==> src/rtl/rtt_pkg.sv <==
// Range translation table package: sizes, status codes, function codes and
// the command/status structs between controller and datapath. No dependencies.
`timescale 1ns / 1ps
package rtt_pkg;
  localparam int TableDepth = 32;
  localparam int IdxW = $clog2(TableDepth);
  localparam int CntW = $clog2(TableDepth + 1);
  localparam int Alignment = 256;
  localparam int AlignW = $clog2(Alignment);
  localparam int OffsetBits = 48;
  localparam logic [47:0] OffMask = 48'((65'd1 << OffsetBits) - 65'd1);

  localparam logic [1:0] FUNC_REG = 2'd0;
  localparam logic [1:0] FUNC_RESOLVE = 2'd1;
  localparam logic [1:0] FUNC_RELEASE = 2'd2;

  localparam logic [1:0] REC_UNUSED = 2'd0;
  localparam logic [1:0] REC_ACTIVE = 2'd1;
  localparam logic [1:0] REC_RETIRED = 2'd2;

  localparam logic [3:0] ST_OK = 4'd0;
  localparam logic [3:0] ST_BAD_NS = 4'd1;
  localparam logic [3:0] ST_BAD_SIZE = 4'd2;
  localparam logic [3:0] ST_BAD_BACKEND = 4'd3;
  localparam logic [3:0] ST_CAPACITY = 4'd4;
  localparam logic [3:0] ST_EXHAUSTED = 4'd5;
  localparam logic [3:0] ST_CROSS = 4'd6;
  localparam logic [3:0] ST_UNKNOWN = 4'd7;
  localparam logic [3:0] ST_STALE = 4'd8;
  localparam logic [3:0] ST_OOB = 4'd9;
  localparam logic [3:0] ST_INTERIOR = 4'd10;

  typedef struct packed {
    logic start;    // latch request, clear scan results
    logic scan;     // examine record rd_idx (read from scan_idx last cycle)
    logic rd_hit;   // issue read of the hit record
    logic finish;   // compute and register the result, commit writes
  } rtt_cmd_t;

  typedef struct packed {
    logic early;    // request resolved without a scan
  } rtt_stat_t;
endpackage

==> src/rtl/rtt_ctrl.sv <==
// Range translation table controller: handshakes and scan sequencing.
// Depends on rtt_pkg.
`timescale 1ns / 1ps
module rtt_ctrl import rtt_pkg::*; (
  input  logic clk,
  input  logic rst,
  input  logic in_valid,
  output logic in_ready,
  output logic out_valid,
  input  logic out_ready,
  input  rtt_stat_t stat,
  output rtt_cmd_t cmd,
  output logic [IdxW-1:0] scan_idx
);
  localparam logic [2:0] S_IDLE = 3'd0;
  localparam logic [2:0] S_SCAN = 3'd1;
  localparam logic [2:0] S_HIT = 3'd2;
  localparam logic [2:0] S_HITW = 3'd3;
  localparam logic [2:0] S_FIN = 3'd4;
  localparam logic [2:0] S_OUT = 3'd5;

  logic [2:0] state, state_next;
  logic [IdxW:0] cnt, cnt_next;
  logic early;

  assign in_ready = (state == S_IDLE);
  assign scan_idx = cnt[IdxW-1:0];

  always_comb begin
    state_next = state;
    cnt_next = cnt;
    cmd = '0;
    case (state)
      S_IDLE: if (in_valid) begin
        cmd.start = 1'b1;
        cnt_next = '0;
        state_next = stat.early ? S_FIN : S_SCAN;
      end
      S_SCAN: begin
        // data for index cnt-1 is on the read register
        if (cnt != '0) cmd.scan = 1'b1;
        cnt_next = cnt + 1'b1;
        if (cnt == (IdxW+1)'(TableDepth)) state_next = S_HIT;
      end
      S_HIT: begin cmd.rd_hit = 1'b1; state_next = S_HITW; end
      // keep the hit record on the read register for the finish cycle
      S_HITW: begin cmd.rd_hit = 1'b1; state_next = S_FIN; end
      S_FIN: begin cmd.finish = 1'b1; state_next = S_OUT; end
      S_OUT: if (out_ready) state_next = S_IDLE;
      default: state_next = S_IDLE;
    endcase
  end
  assign early = 1'b0;
  assign out_valid = (state == S_OUT) && !early;

  always_ff @(posedge clk) begin
    if (rst) begin
      state <= S_IDLE;
      cnt <= '0;
    end else begin
      state <= state_next;
      cnt <= cnt_next;
    end
  end
endmodule

==> config.mk <==
export PLATFORM = sky130hd
export DESIGN_NAME = rtt_ctrl
export DESIGN_NICKNAME = d
export VERILOG_FILES = /design/src/rtl/rtt_pkg.sv /design/src/rtl/rtt_ctrl.sv
export SDC_FILE = /design/constraint.sdc
export NUM_CORES = 1
export LEC_CHECK = 0
export BUFFER_PORTS_ARGS = -buffer_cell sky130_fd_sc_hd__buf_2
export CORE_AREA = 2 2 39 41
export DETAILED_ROUTE_END_ITERATION = 10
export DIE_AREA = 0 0 41 43
export PLACE_DENSITY = 0.82
export SETUP_SLACK_MARGIN = 0.2
export SLEW_MARGIN = 20
export SYNTH_ARGS = -nofsm -noshare
export SYNTH_HDL_FRONTEND = slang
export SYNTH_SLANG_ARGS = --single-unit
export TNS_END_PERCENT = 5
==> constraint.sdc <==
create_clock -name clk -period 2 [get_ports clk]
set_input_delay 0.2 -clock clk [delete_from_list [all_inputs] [get_ports clk]]
set_output_delay 0.2 -clock clk [all_outputs]
set_load 0.01 [all_outputs]
==> impl_metrics.ini <==
[pwr]
peakVddDrop_mv = 0.378
p_seq_share_pct = 44.7
totalPowerFinal_mw = 0.467
power_density_nw_per_um2 = 697
pwr-share-comb_pct = 23.2
p_sw_share_pct = 32.2
intPower_mw = 0.317
pwr-share-clk_pct = 32.1
power.net_switching_mw = 0.150
leakagePower_nw = 0.280

[finish]
area_growth_pct = 10.7
nFillCells = 129
fin_nets = 91
diodes = 0
final_area_um2 = 671
drive_gt1_share_pct = 30.1

[drt]
wl_met3_um = 55
wl_per_cell_um = 11.7
wl_um = 1150
vias_per_cell = 5.34
drc = 0
met1_length_um = 585
route.met2.wl_um = 477
drtIter0Drc = 26
dr.pass1.iters = 4
num_vias = 529
top_layer = met4
ant_nets = 0

[logic_synthesis]
syn_nets = 82
synth_edf_count = 0
synth_cell_types = 31
yosysWarnings = 0
synthCells = 75
synth_area_leader_cell = dfxtp_1
yosysSeqAreaShare_pct = 29.8
synth.top_cell.area_share_pct = 29.8
synth-main-ff-cell = dfxtp_1
syn-cell-area_um2 = 606
synthArstFlopShare_pct = 0
synth-seq-cells = 9
synth_area_leaders = dfxtp_1 (30%), a21oi_1 (7.4%), buf_4 (6.2%), ha_1 (4.1%), nor3b_1 (3.7%)
syn_area_per_cell_um2 = 8.07
synth_common_cells = a21oi_1 (9), dfxtp_1 (9), buf_4 (5), inv_1 (5), nand2_1 (5)

[global_route]
grt_start_max_net_pins = 14
antenna_found_initial = 0
grt_usage_pct = 15.7
grt-ovfl-total = 0
grt_pass1_wl_um = 1870
first_global_vias = 449

[critical_path]
worst_ep_required_time_ns = 1.80
cp_num_cells = 3
crit_buf_inv = 2
critPathTopFamily = simple AND/OR/NAND/NOR gates
slowest_stage = or4b_4
cp_cell_sequence = or4b_4 > inv_1 > buf_2
rr_worst_depth = 3
worst-setup-path-type = flop to output pin
slowest_delay_ns = 0.62
cp.arrival_ns = 1.51
worstPathMaxFanout = 13
critPathCaptureType = output pin
start_kind = flop

[timing]
worstMarginPinSlew_ns = 0.413
post-route-period-util_pct = 85.4
fin_crit_ns = 1.71
finalHoldWorstSlack_ns = 0.200
setup_tns_ns = 0
drv_slew = 0
max_slew_margin_pct = 72.1
hold_viol_final = 0
clock_skew_ns = 0.000464
rsz0062_at_grt = false
max_freq_mhz = 586
setup_viol = 0
fin_ws_ns = 0.292

[placement]
gp_congestion = 0.804
hpwlAfterDp_um = 771
dpl_cell_area_um2 = 633
place_ws_ns = 0.271
portBuffers = 15

[clock_tree]
cts_buffers = 3
clock_sinks = 9
postCtsSetupBuffers = 0
htreeDepth = 1
clk_latency_ns = 0.27
clkTransAtPathRegs_ns = 0.06
cts_buffer_depth = 2
cts_tree = built
cts_root_buffer = clkbuf_4

[floorplanning]
die_w_um = 41
start_util_pct = 43.8
die_h_um = 43
coreArea_um2 = 1380
dieArea_um2 = 1760
fp-row-count = 14
ios = 16

[run_status]
outcome = completed

[hold_path]
min_path_type = input port to flop
whs_path_depth = 4

[run]
drv_cap = 0
==> placed cells by master (no fill, tap or decap) <==
cell	count
nor4b_2	1
inv_1	5
o41ai_1	1
o31a_1	1
or4b_4	1
clkbuf_4	3
nor3b_1	3
dfxtp_1	8
or3b_4	1
and3b_1	1
nand3b_1	1
or4_4	1
nor2_1	1
or3_1	3
clkbuf_1	1
a211oi_1	2
a21oi_1	9
o21a_1	1
nand3_1	4
o211ai_1	2
a31oi_1	1
dfxtp_2	1
buf_2	15
nand2_1	5
a21oi_2	1
mux2i_1	1
o21ba_2	1
nor3_1	2
nor2b_1	3
ha_1	2
o311ai_0	1
==> area by class of cell <==
class / count / area [µm²] / share of cell area, %
clock buffers: 4 / 26.3 / 3.92
inverters: 5 / 18.8 / 2.80
repair buffers: 15 / 75.1 / 11.2
well taps: 16 / 20.0 / 2.99
flip-flops and latches: 9 / 181 / 27.1
multi-input cells: 50 / 349 / 52.1
==> tightest hold or removal path, stage by stage <==
cell and delay (ns):
buf_2 0.08, nor2_1 0.04, nand2_1 0.05, o41ai_1 0.05
==> worst paths after layout <==
| path | slack [ns] | from | to |
|---|---|---|---|
| setup / recovery | 0.29 | state[2] | cmd[3] |
| hold / removal | 0.20 | out_ready | state[2] |
| setup reg to reg | 0.33 | state[2] | cnt[5] |
| hold reg to reg | 0.53 | cnt[0] | cnt[0] |
==> metrics by stage <==
stage,utilization [%],instances
2_1_floorplan,-,75
3_3_place_gp,45.8,95
3_5_place_dp,45.8,95
4_1_cts,47.9,99
5_1_grt,48.5,99
6_report,48.5,99
==> logic make-up (layout without fill, tap and decap cells) <==
| family | count (synthesis) | in the layout | share of synthesized area [%] |
|---|---|---|---|
| AO/OA/AOI/OAI | 20 | 20 | 22.1 |
| adder cells (fa/ha/maj) | 2 | 2 | 4.13 |
| buffers and inverters | 16 | 24 | 14.3 |
| flip-flops | 9 | 9 | 29.8 |
| multiplexers | 1 | 1 | 1.65 |
| AND/OR/NAND/NOR | 27 | 27 | 28.1 |
==> metal layers <==
| metal | vias to the layer above | global-route usage (%) |
|---|---|---|
| met5 | - | 0 |
| met4 | 0 | 12.0 |
| met3 | 5 | 3.66 |
| met2 | 12 | 18.8 |
| met1 | 232 | 23.1 |
| li1 | 280 | - |
==> power groups by stage <==
stage | logic, mW | registers, mW | clock network, mW
after global placement | 0.104 | 0.210 | 0
after CTS | 0.106 | 0.208 | 0.152
after global routing | 0.120 | 0.212 | 0.161
after floorplan | 0.0996 | 0.198 | 0
after detailed placement | 0.103 | 0.212 | 0
final | 0.108 | 0.209 | 0.150
==> flip-flops by register name (all words and copies together), names as in the netlist <==
signal and count:
cnt 6, state 3
==> timing repair <==
item | in CTS | in global routing
hold endpoints to repair | 0 | 0
hold buffers | 0 | 0
setup endpoints to repair | 1 | 2
pin swaps | 0 | 0
gates resized for setup | 1 | 2
No activity file was read; power rests on OpenSTA's default activity.
